==> src/rtl/kst_pkg.sv <==
// Package for the keyed slot table: beat types, command codes and the
// control structs that pass between the top level and its slot cells.
// No dependencies.
package kst_pkg;

	localparam int SLOT_W = 5;
	localparam int PLAYER_W = 4;

	localparam logic [2:0] CMD_INSERT = 3'd0;
	localparam logic [2:0] CMD_LOOKUP_KEY = 3'd1;
	localparam logic [2:0] CMD_LOOKUP_POS = 3'd2;
	localparam logic [2:0] CMD_REMOVE_KEY = 3'd3;
	localparam logic [2:0] CMD_REMOVE_ALL = 3'd4;

	localparam logic [7:0] WILD_ID = 8'hFF;
	localparam logic [15:0] POS_BIAS = 16'd7;

	// Command beat
	typedef struct packed {
		logic [2:0] command;
		logic [7:0] local_id;
		logic [7:0] map_num;
		logic [7:0] map_group;
		logic signed [15:0] x;
		logic signed [15:0] y;
	} cmd_t;

	// Result beat
	typedef struct packed {
		logic [SLOT_W-1:0] slot;
		logic failed;
	} res_t;

	// Broadcast from the top level to every cell
	typedef struct packed {
		logic fire;
		logic ins_ok;
		logic [PLAYER_W-1:0] player;
		cmd_t req;
	} kst_op_t;

	// Priority chain handed from one cell to the next
	typedef struct packed {
		logic key_seen;
		logic exact_seen;
		logic pos_seen;
		logic free_seen;
	} kst_chain_t;

	// Per-cell first-hit flags
	typedef struct packed {
		logic key_first;
		logic pos_first;
		logic free_first;
	} kst_hit_t;

endpackage

==> src/rtl/kst_cell.sv <==
// One slot of the keyed slot table: holds the entry, compares it against
// the broadcast command and takes part in the priority chain. Uses kst_pkg.
module kst_cell #(
	parameter int IDX = 0
) (
	input  logic clk,
	input  logic arst_n,
	input  kst_pkg::kst_op_t op,
	input  kst_pkg::kst_chain_t chain_in,
	output kst_pkg::kst_chain_t chain_out,
	output kst_pkg::kst_hit_t hit
);
	import kst_pkg::*;

	logic active_q;
	logic [7:0] ident_q;
	logic [7:0] map_num_q;
	logic [7:0] map_grp_q;
	logic [15:0] pos_x_q;
	logic [15:0] pos_y_q;

	logic id_eq, map_eq, exact_m, key_m, pos_m, free_m;
	logic is_player;

	// Compare the stored entry with the command
	assign id_eq = ident_q == op.req.local_id;
	assign map_eq = (map_num_q == op.req.map_num) && (map_grp_q == op.req.map_group);
	assign exact_m = active_q && id_eq && map_eq;
	assign key_m = (op.req.local_id == WILD_ID) ? (active_q && id_eq) : exact_m;
	assign pos_m = active_q && (pos_x_q == $unsigned(op.req.x))
		&& (pos_y_q == $unsigned(op.req.y));
	assign free_m = !active_q;
	assign is_player = int'(op.player) == IDX;

	// Pass the priority chain on to the next cell
	always_comb begin
		chain_out.key_seen = chain_in.key_seen | key_m;
		chain_out.exact_seen = chain_in.exact_seen | exact_m;
		chain_out.pos_seen = chain_in.pos_seen | pos_m;
		chain_out.free_seen = chain_in.free_seen | free_m;
		hit.key_first = key_m & !chain_in.key_seen;
		hit.pos_first = pos_m & !chain_in.pos_seen;
		hit.free_first = free_m & !chain_in.free_seen;
	end

	// Update the valid bit
	always_ff @(posedge clk or negedge arst_n) begin
		if (!arst_n) begin
			active_q <= 1'b0;
		end else if (op.fire) begin
			case (op.req.command)
				CMD_INSERT: begin
					if (op.ins_ok && hit.free_first) active_q <= 1'b1;
				end
				CMD_REMOVE_KEY: begin
					if (hit.key_first) active_q <= 1'b0;
				end
				CMD_REMOVE_ALL: begin
					if (!is_player) active_q <= 1'b0;
				end
				default: begin
				end
			endcase
		end
	end

	// Load the entry on a successful insert into this slot
	always_ff @(posedge clk) begin
		if (op.fire && (op.req.command == CMD_INSERT) && op.ins_ok && hit.free_first) begin
			ident_q <= op.req.local_id;
			map_num_q <= op.req.map_num;
			map_grp_q <= op.req.map_group;
			pos_x_q <= $unsigned(op.req.x) + POS_BIAS;
			pos_y_q <= $unsigned(op.req.y) + POS_BIAS;
		end
	end

endmodule

==> src/rtl/keyed_slot_table_top.sv <==
// Top level of the keyed slot table: command register, row of slot cells,
// result encoding and output register. Uses kst_pkg and kst_cell.
//
// Usage:
//   A command beat on cmd is taken when cmd_valid and cmd_ready are high.
//   It is registered in the command register; every cell then compares in
//   parallel, a priority chain through the row picks the lowest slot and,
//   once the output register is free, the table is updated and the result
//   beat is loaded into it. A new command is taken only after the last one
//   has left the command register.
//   Each command gives exactly one result beat (slot, failed); slot SLOTS
//   means none. player_slot is written through cfg_valid/cfg_data, which is
//   always ready; write it only while no command is in flight.
//   If the receiver stalls, the result holds in the output register; one
//   more command may be taken and waits registered until the result leaves.
//   Reset empties every slot, clears player_slot and drops any beat in flight.
module keyed_slot_table_top #(
	parameter int SLOTS = 16
) (
	input  logic clk,
	input  logic arst_n,
	input  logic cmd_valid,
	output logic cmd_ready,
	input  kst_pkg::cmd_t cmd,
	output logic res_valid,
	input  logic res_ready,
	output kst_pkg::res_t res,
	input  logic cfg_valid,
	output logic cfg_ready,
	input  logic [kst_pkg::PLAYER_W-1:0] cfg_data
);
	import kst_pkg::*;

	localparam int IW = $clog2(SLOTS + 1);
	localparam logic [IW-1:0] NONE_IDX = IW'(SLOTS);
	localparam logic [SLOT_W-1:0] NONE_SLOT = SLOT_W'(SLOTS);

	logic cmd_valid_s1;
	cmd_t cmd_s1;
	logic [PLAYER_W-1:0] player_q;
	logic advance;
	logic ins_ok;
	kst_op_t op;
	kst_chain_t chain [SLOTS+1];
	kst_hit_t hits [SLOTS];
	logic [SLOTS-1:0] key_vec, pos_vec, free_vec;
	logic [IW-1:0] key_idx, pos_idx, free_idx;
	logic [IW-1:0] res_idx;
	logic res_fail;
	logic [IW+SLOT_W-1:0] res_wide;

	assign cfg_ready = 1'b1;
	assign cmd_ready = !cmd_valid_s1;
	assign advance = cmd_valid_s1 && (!res_valid || res_ready);

	// Hold the player slot register
	always_ff @(posedge clk or negedge arst_n) begin
		if (!arst_n) begin
			player_q <= '0;
		end else if (cfg_valid && cfg_ready) begin
			player_q <= cfg_data;
		end
	end

	// Register the command beat
	always_ff @(posedge clk or negedge arst_n) begin
		if (!arst_n) begin
			cmd_valid_s1 <= 1'b0;
		end else if (cmd_valid && cmd_ready) begin
			cmd_valid_s1 <= 1'b1;
		end else if (advance) begin
			cmd_valid_s1 <= 1'b0;
		end
	end

	always_ff @(posedge clk) begin
		if (cmd_valid && cmd_ready) cmd_s1 <= cmd;
	end

	// Broadcast to the row
	assign ins_ok = !chain[SLOTS].exact_seen && chain[SLOTS].free_seen;
	assign op = '{fire: advance, ins_ok: ins_ok, player: player_q, req: cmd_s1};
	assign chain[0] = '0;

	for (genvar i = 0; i < SLOTS; i++) begin : g_cell
		kst_cell #(.IDX(i)) u_cell (
			.clk(clk),
			.arst_n(arst_n),
			.op(op),
			.chain_in(chain[i]),
			.chain_out(chain[i+1]),
			.hit(hits[i])
		);
		assign key_vec[i] = hits[i].key_first;
		assign pos_vec[i] = hits[i].pos_first;
		assign free_vec[i] = hits[i].free_first;
	end

	// Encode the one-hot first hits into slot numbers
	always_comb begin
		key_idx = '0;
		pos_idx = '0;
		free_idx = '0;
		for (int i = 0; i < SLOTS; i++) begin
			if (key_vec[i]) key_idx |= IW'(i);
			if (pos_vec[i]) pos_idx |= IW'(i);
			if (free_vec[i]) free_idx |= IW'(i);
		end
	end

	// Pick the result for the command
	always_comb begin
		res_idx = NONE_IDX;
		res_fail = 1'b1;
		case (cmd_s1.command)
			CMD_INSERT: begin
				res_idx = ins_ok ? free_idx : NONE_IDX;
				res_fail = !ins_ok;
			end
			CMD_LOOKUP_KEY, CMD_REMOVE_KEY: begin
				res_idx = chain[SLOTS].key_seen ? key_idx : NONE_IDX;
				res_fail = !chain[SLOTS].key_seen;
			end
			CMD_LOOKUP_POS: begin
				res_idx = chain[SLOTS].pos_seen ? pos_idx : NONE_IDX;
				res_fail = !chain[SLOTS].pos_seen;
			end
			CMD_REMOVE_ALL: begin
				res_idx = NONE_IDX;
				res_fail = 1'b0;
			end
			default: begin
				res_idx = NONE_IDX;
				res_fail = 1'b1;
			end
		endcase
	end

	assign res_wide = {{SLOT_W{1'b0}}, res_idx};

	// Hold the result beat until taken
	always_ff @(posedge clk or negedge arst_n) begin
		if (!arst_n) begin
			res_valid <= 1'b0;
		end else if (advance) begin
			res_valid <= 1'b1;
		end else if (res_ready) begin
			res_valid <= 1'b0;
		end
	end

	always_ff @(posedge clk) begin
		if (advance) begin
			res.slot <= res_wide[SLOT_W-1:0];
			res.failed <= res_fail;
		end
	end

`ifndef SYNTH
	a_fail_none: assert property (@(posedge clk) disable iff (!arst_n)
		res_valid && res.failed |-> res.slot == NONE_SLOT)
		else $error("failed result carries a slot number");
	a_adv_res: assert property (@(posedge clk) disable iff (!arst_n)
		advance |=> res_valid)
		else $error("processed command produced no result");
	a_key_one: assert property (@(posedge clk) disable iff (!arst_n)
		cmd_valid_s1 |-> $onehot0(key_vec))
		else $error("more than one first key hit");
	a_free_one: assert property (@(posedge clk) disable iff (!arst_n)
		cmd_valid_s1 |-> $onehot0(free_vec))
		else $error("more than one free slot picked");
	a_ins_found: assert property (@(posedge clk) disable iff (!arst_n)
		advance && (cmd_s1.command == CMD_INSERT) && ins_ok |-> $onehot(free_vec))
		else $error("insert accepted without a free slot");
`endif

endmodule

==> config.mk <==
export PLATFORM = sky130hd
export DESIGN_NAME = keyed_slot_table_top
export DESIGN_NICKNAME = d
export VERILOG_FILES = /design/src/rtl/kst_pkg.sv /design/src/rtl/kst_cell.sv /design/src/rtl/keyed_slot_table_top.sv
export SDC_FILE = /design/constraint.sdc
export NUM_CORES = 2
export LEC_CHECK = 0
export BUFFER_PORTS_ARGS = -buffer_cell sky130_fd_sc_hd__buf_2
export CAP_MARGIN = 20
export CORE_UTILIZATION = 64
export DETAILED_ROUTE_END_ITERATION = 8
export HOLD_SLACK_MARGIN = 0.02
export PLACE_DENSITY = 0.81
export SYNTH_ARGS = -nofsm -noshare
export SYNTH_HDL_FRONTEND = slang
export SYNTH_HIERARCHICAL = 1
export SYNTH_SLANG_ARGS = --single-unit
==> constraint.sdc <==
create_clock -name clk -period 8.1 [get_ports clk]
set_input_delay 1.62 -clock clk [delete_from_list [all_inputs] [get_ports clk]]
set_output_delay 1.62 -clock clk [all_outputs]
set_load 0.03 [all_outputs]
# Yosys cells after proc, flatten, opt, wreduce, memory -nomap -nowiden
# Index checks and enable logic that the tools add are counted.
[word_totals]
n_memories = 0
ramBits = 0
latch_bits = 0
inputBits = 68
word_cells = 702
reg_bits = 983
romBits = 0
[classes]
muxes = 134
eq_ne = 148
div = 0
add_sub_neg = 2
n_lt_le_gt_ge = 0
bitwise_logic = 105
reduce_logical = 206
shifts = 0
n_mul = 0
[ops]
columns = ["operator", "n"]
rows = [
  ["16-bit == test", 32],
  ["8-bit == test", 48],
  ["1-bit logical AND", 117],
  ["4-bit 2-to-1 mux", 24],
  ["5-bit AND reduction", 16],
  ["1-bit 2-to-1 mux", 71],
  ["1-bit logical NOT", 66],
  ["2-bit by 1-bit inequality test with 1-bit output, second input constant", 32],
  ["1-bit bitwise OR", 60],
  ["1-bit one-hot mux with 3 select lines", 16],
  ["1-bit bitwise AND", 45],
  ["3-bit 2-to-1 mux", 12],
  ["16-bit by 3-bit adder with 16-bit output, second input constant", 2],
  ["4-bit == test, second input constant", 8],
  ["2-bit inequality test, second input constant", 16],
  ["4-bit by 3-bit == test with 1-bit output, second input constant", 4],
  ["5-bit 2-to-1 mux", 3],
  ["5-bit one-hot mux with 3 select lines", 1],
  ["2-bit 2-to-1 mux", 6],
  ["4-bit by 2-bit == test with 1-bit output, second input constant", 2],
  ["8-bit == test, second input constant", 1],
  ["3-bit by 2-bit == test with 1-bit output, second input constant", 2],
  ["4-bit by 1-bit == test with 1-bit output, second input constant", 1],
  ["4-bit logical NOT", 1],
  ["other kinds (8)", 9],
]

# Longest topological paths before layout
[logic_depth]
depth_word = 23
ltp_mapped = 36

# Modules after synthesis
# The synthesis kept the hierarchy.
[modules_own_cells]
columns = ["mod", "area_each_um2", "n_inst", "cells_each"]
rows = [
  ["kst_cell at g_cell[0].u_cell ...", 3035.4, 3, 238],
  ["kst_cell at g_cell[11].u_cell ...", 3036.7, 2, 238],
  ["kst_cell at g_cell[1].u_cell ...", 3006.6, 2, 237],
  ["kst_cell at g_cell[10].u_cell ...", 3004.1, 2, 238],
  ["kst_cell at g_cell[5].u_cell ...", 2991.6, 2, 235],
  ["kst_cell at g_cell[9].u_cell", 3019.1, 1, 241],
  ["kst_cell at g_cell[3].u_cell", 2987.9, 1, 238],
  ["kst_cell at g_cell[8].u_cell", 2984.1, 1, 238],
  ["kst_cell at g_cell[15].u_cell", 2976.6, 1, 238],
  ["kst_cell at g_cell[4].u_cell", 2962.8, 1, 237],
  ["keyed_slot_table_top", 2534.9, 1, 138],
]

# Least setup slack after synthesis
# No wires, ideal clock.
[synth_path]
path_type = "register to register"
start = "register cmd_s1[51] (netlist name)"
end = "register g_cell[10].u_cell.ident_q[0] (enable)"
setup_time_ps = 421
setup_slack_ps = 1502
t_arrival_ps = 6176
stages_incl_launch_ff = 23
synth_period_minus_slack_ps = 6598
path_buffers = 0
cell_sequence = "edfxtp_1 xnor2_1 nand4_1 nor3_1 a21o_2 a21o_1 a21o_1 a21o_2 a21o_1 a21o_1 a21o_1 a21o_2 a21o_1 a21o_1 a21o_2 a21o_2 a21o_2 a21o_2 a21o_2 a21o_1 nor2b_1 nor3b_1 and4b_1"
[synth_rtl]
columns = ["item", "line", "rtl"]
rows = [
  ["from (decl)", "keyed_slot_table_top.sv:39", "cmd_t cmd_s1;"],
  ["from (signal assigned)", "keyed_slot_table_top.sv:77", "if (cmd_valid && cmd_ready) cmd_s1 <= cmd;"],
  ["to (signal assigned)", "kst_cell.sv:70", "ident_q <= op.req.local_id;"],
  ["to (decl)", "kst_cell.sv:16", "logic [7:0] ident_q;"],
]

==> impl_metrics.json <==
{
  "drive_above_1_share": 0.109,
  "track_usage": 0.315,
  "crit_fanout": 35,
  "vias_per_cell": 6.16,
  "antenna_found_initial": 2,
  "grt_pass1_wl_um": 193000,
  "slew_headroom": 0.283,
  "grt_max_degree": 84,
  "area_growth_pct": 11.8,
  "crit_arrival_ns": 6.96,
  "nFillCells": 5040,
  "critical_path.endpoint": "g_cell[1].u_cell/pos_x_q[10]",
  "fin_tns_setup_ns": 0,
  "fp.dieH_um": 283,
  "critPathKind": "flip-flop to flip-flop",
  "io_pins": 77,
  "fin_skew_ns": 0.0389,
  "cap_viol_max_count": 0,
  "nNetsFinal": 4338,
  "die_w_um": 283,
  "die-area_um2": 80300,
  "seqCellArea_um2": 29400,
  "core_area_um2": 77800,
  "power_per_cell_area_nw_per_um2": 209,
  "netlist_area_um2": 50600,
  "finalCritPeriodShare": 0.821,
  "p_total_mw": 11.8,
  "yosys_warnings": 6,
  "vias": 33000,
  "placementRows": 102,
  "path_clk_slew_ns": 0.06,
  "post_cts_buffers": 0,
  "dr.first_iter.drc_count": 3561,
  "status": "finished, final reports clean",
  "cts_buffer_depth": 3,
  "cp-end-kind": "flip-flop",
  "cts_hold_buf": 0,
  "worstPathRequired_ns": 8.41,
  "maxSlewViolCount": 0,
  "start_util": 0.651,
  "r2r_end": "g_cell[1].u_cell/pos_x_q[10]",
  "whs_ns": 0.538,
  "antennaDiodeCount": 0,
  "syn_area_per_cell_um2": 12.9,
  "fin_area_um2": 56600,
  "ant_nets": 0,
  "multi_input_area_um2": 20700,
  "grt_setup_unrepaired": "false",
  "ir_worst_vdd_mv": 0.166,
  "dp_hpwl_um": 79300,
  "worst_pin_slew_ns": 1.08,
  "hold_class": "flip-flop to flip-flop",
  "cts_tree": "yes",
  "max_freq_mhz": 150,
  "post_cts_resized": 0,
  "finalHoldViolCount": 0,
  "cp-start-kind": "flip-flop",
  "period_needed_ns": 6.65,
  "gr-total-overflow": 0,
  "wl_per_cell_um": 23.6,
  "finalWirelength_um": 127000,
  "setup_violations": 0,
  "critPathLaunch": "cmd_s1[48]",
  "htree_levels": 3,
  "first_global_vias": 32500,
  "dr.pass1.iters": 6,
  "drc_errors": 0,
  "worst_skew_pair.late_latency_ns": 0.69,
  "r2r_start": "cmd_s1[48]",
  "cts_root_buf": "clkbuf_16",
  "r2r_cells": 21,
  "cts_made_buffers": 101,
  "gp_congestion": 0.937,
  "r2r_slack_ns": 1.45,
  "leakagePower_nw": 18.6,
  "postSynthCellCount": 3938,
  "numClockSinks": 983,
  "io_buffers": 75,
  "place_area_um2": 53500
}
through the flow:
stage                     cells  setup WS [ns]   util
final                      5359           1.45  0.728
after global routing       5359           1.10  0.728
after CTS                  5359           1.55  0.728
after detailed placement   5175           1.60  0.687
after global placement     5175           1.66  0.687
after floorplan            3942           1.50      -
flip-flops by register name (all words and copies together), names as in the netlist:
signal / cells
g_cell.u_cell/map_num_q: 128
g_cell.u_cell/map_grp_q: 128
res: 6
g_cell.u_cell/pos_y_q: 256
g_cell.u_cell/ident_q: 128
res_valid: 1
player_q: 4
g_cell.u_cell/pos_x_q: 256
cmd_s1: 59
cmd_valid_s1: 1
g_cell.u_cell/active_q: 16
layer usage:
layer / wire length, um / GRT usage
met2: 59100 / 0.501
met5: 29 / 0
met1: 50600 / 0.435
met3: 11700 / 0.0471
met4: 5230 / 0.135
worst max-delay path, stage by stage (launching register included):
cell and delay, ns:
edfxtp_1 0.70, buf_4 0.47, xor2_1 0.27, nor4_4 0.09, a21o_1 0.18, a21o_2 0.18, a21o_1 0.15, a21o_1 0.15
a21o_1 0.14, a21o_2 0.18, a21o_1 0.14, a21o_1 0.14, a21o_2 0.17, a21o_2 0.17, a21o_2 0.18, a21o_2 0.18
a21o_2 0.18, a21o_1 0.16, nor2b_1 0.76, nor3b_1 0.31, and4b_2 0.81, buf_4 0.52
placed cells by master (no fill, tap or decap), types with 8 or more instances in the layout:
| cell type | count |
|---|---|
| and3_4 | 8 |
| dfrtp_1 | 22 |
| nor4_2 | 15 |
| and3_1 | 56 |
| o2111a_1 | 8 |
| or3_4 | 8 |
| edfxtp_1 | 961 |
| nand4_1 | 234 |
| o21ai_0 | 37 |
| o211a_1 | 9 |
| nor3_2 | 9 |
| and4b_2 | 16 |
| clkbuf_16 | 102 |
| o211ai_1 | 9 |
| a21oi_1 | 17 |
| buf_12 | 17 |
| clkinv_1 | 23 |
| buf_2 | 75 |
| nand2b_1 | 73 |
| clkbuf_1 | 22 |
| nor3b_1 | 24 |
| nor4_1 | 72 |
| nand3_1 | 178 |
| o21a_1 | 9 |
| xnor2_1 | 1042 |
| nor3_1 | 59 |
| nor2b_1 | 23 |
| nand2_1 | 230 |
| a21o_1 | 8 |
| ha_1 | 32 |
| o21ai_1 | 12 |
| or3_1 | 11 |
| inv_1 | 148 |
| nor2_1 | 175 |
| clkinv_2 | 23 |
| buf_4 | 105 |
| xor2_1 | 302 |
| nand4_2 | 9 |
| nand3_2 | 17 |
| a21o_2 | 8 |
worst min path at each step:
| stage | startpoint | end | slack [ns] | cells after the start |
|---|---|---|---|---|
| floorplan | g_cell[0].u_cell/active_q | g_cell[0].u_cell/active_q | 0.55 | 2 |
| global placement | res_valid | res_valid | 0.51 | 2 |
| detailed placement | res_valid | res_valid | 0.53 | 2 |
| CTS | res_valid | res_valid | 0.55 | 2 |
| global route | res_valid | res_valid | 0.57 | 2 |
| finish | res_valid | res_valid | 0.54 | 2 |
report_power, final:
group,internal (mW),switching (mW),total [mW]
registers,5.72,0.191,5.91
clock network,2.51,1.97,4.47
logic,0.527,0.916,1.44
area by class of cell:
class                   instances  area share
clock buffers                 127      0.0473
clock inverters                57     0.00884
inverters                     148     0.00981
multi-input cells            2807       0.365
flip-flops and latches        983       0.519
well taps                    1040      0.0230
repair buffers                197      0.0266
Power figures use the tool's default switching activity.
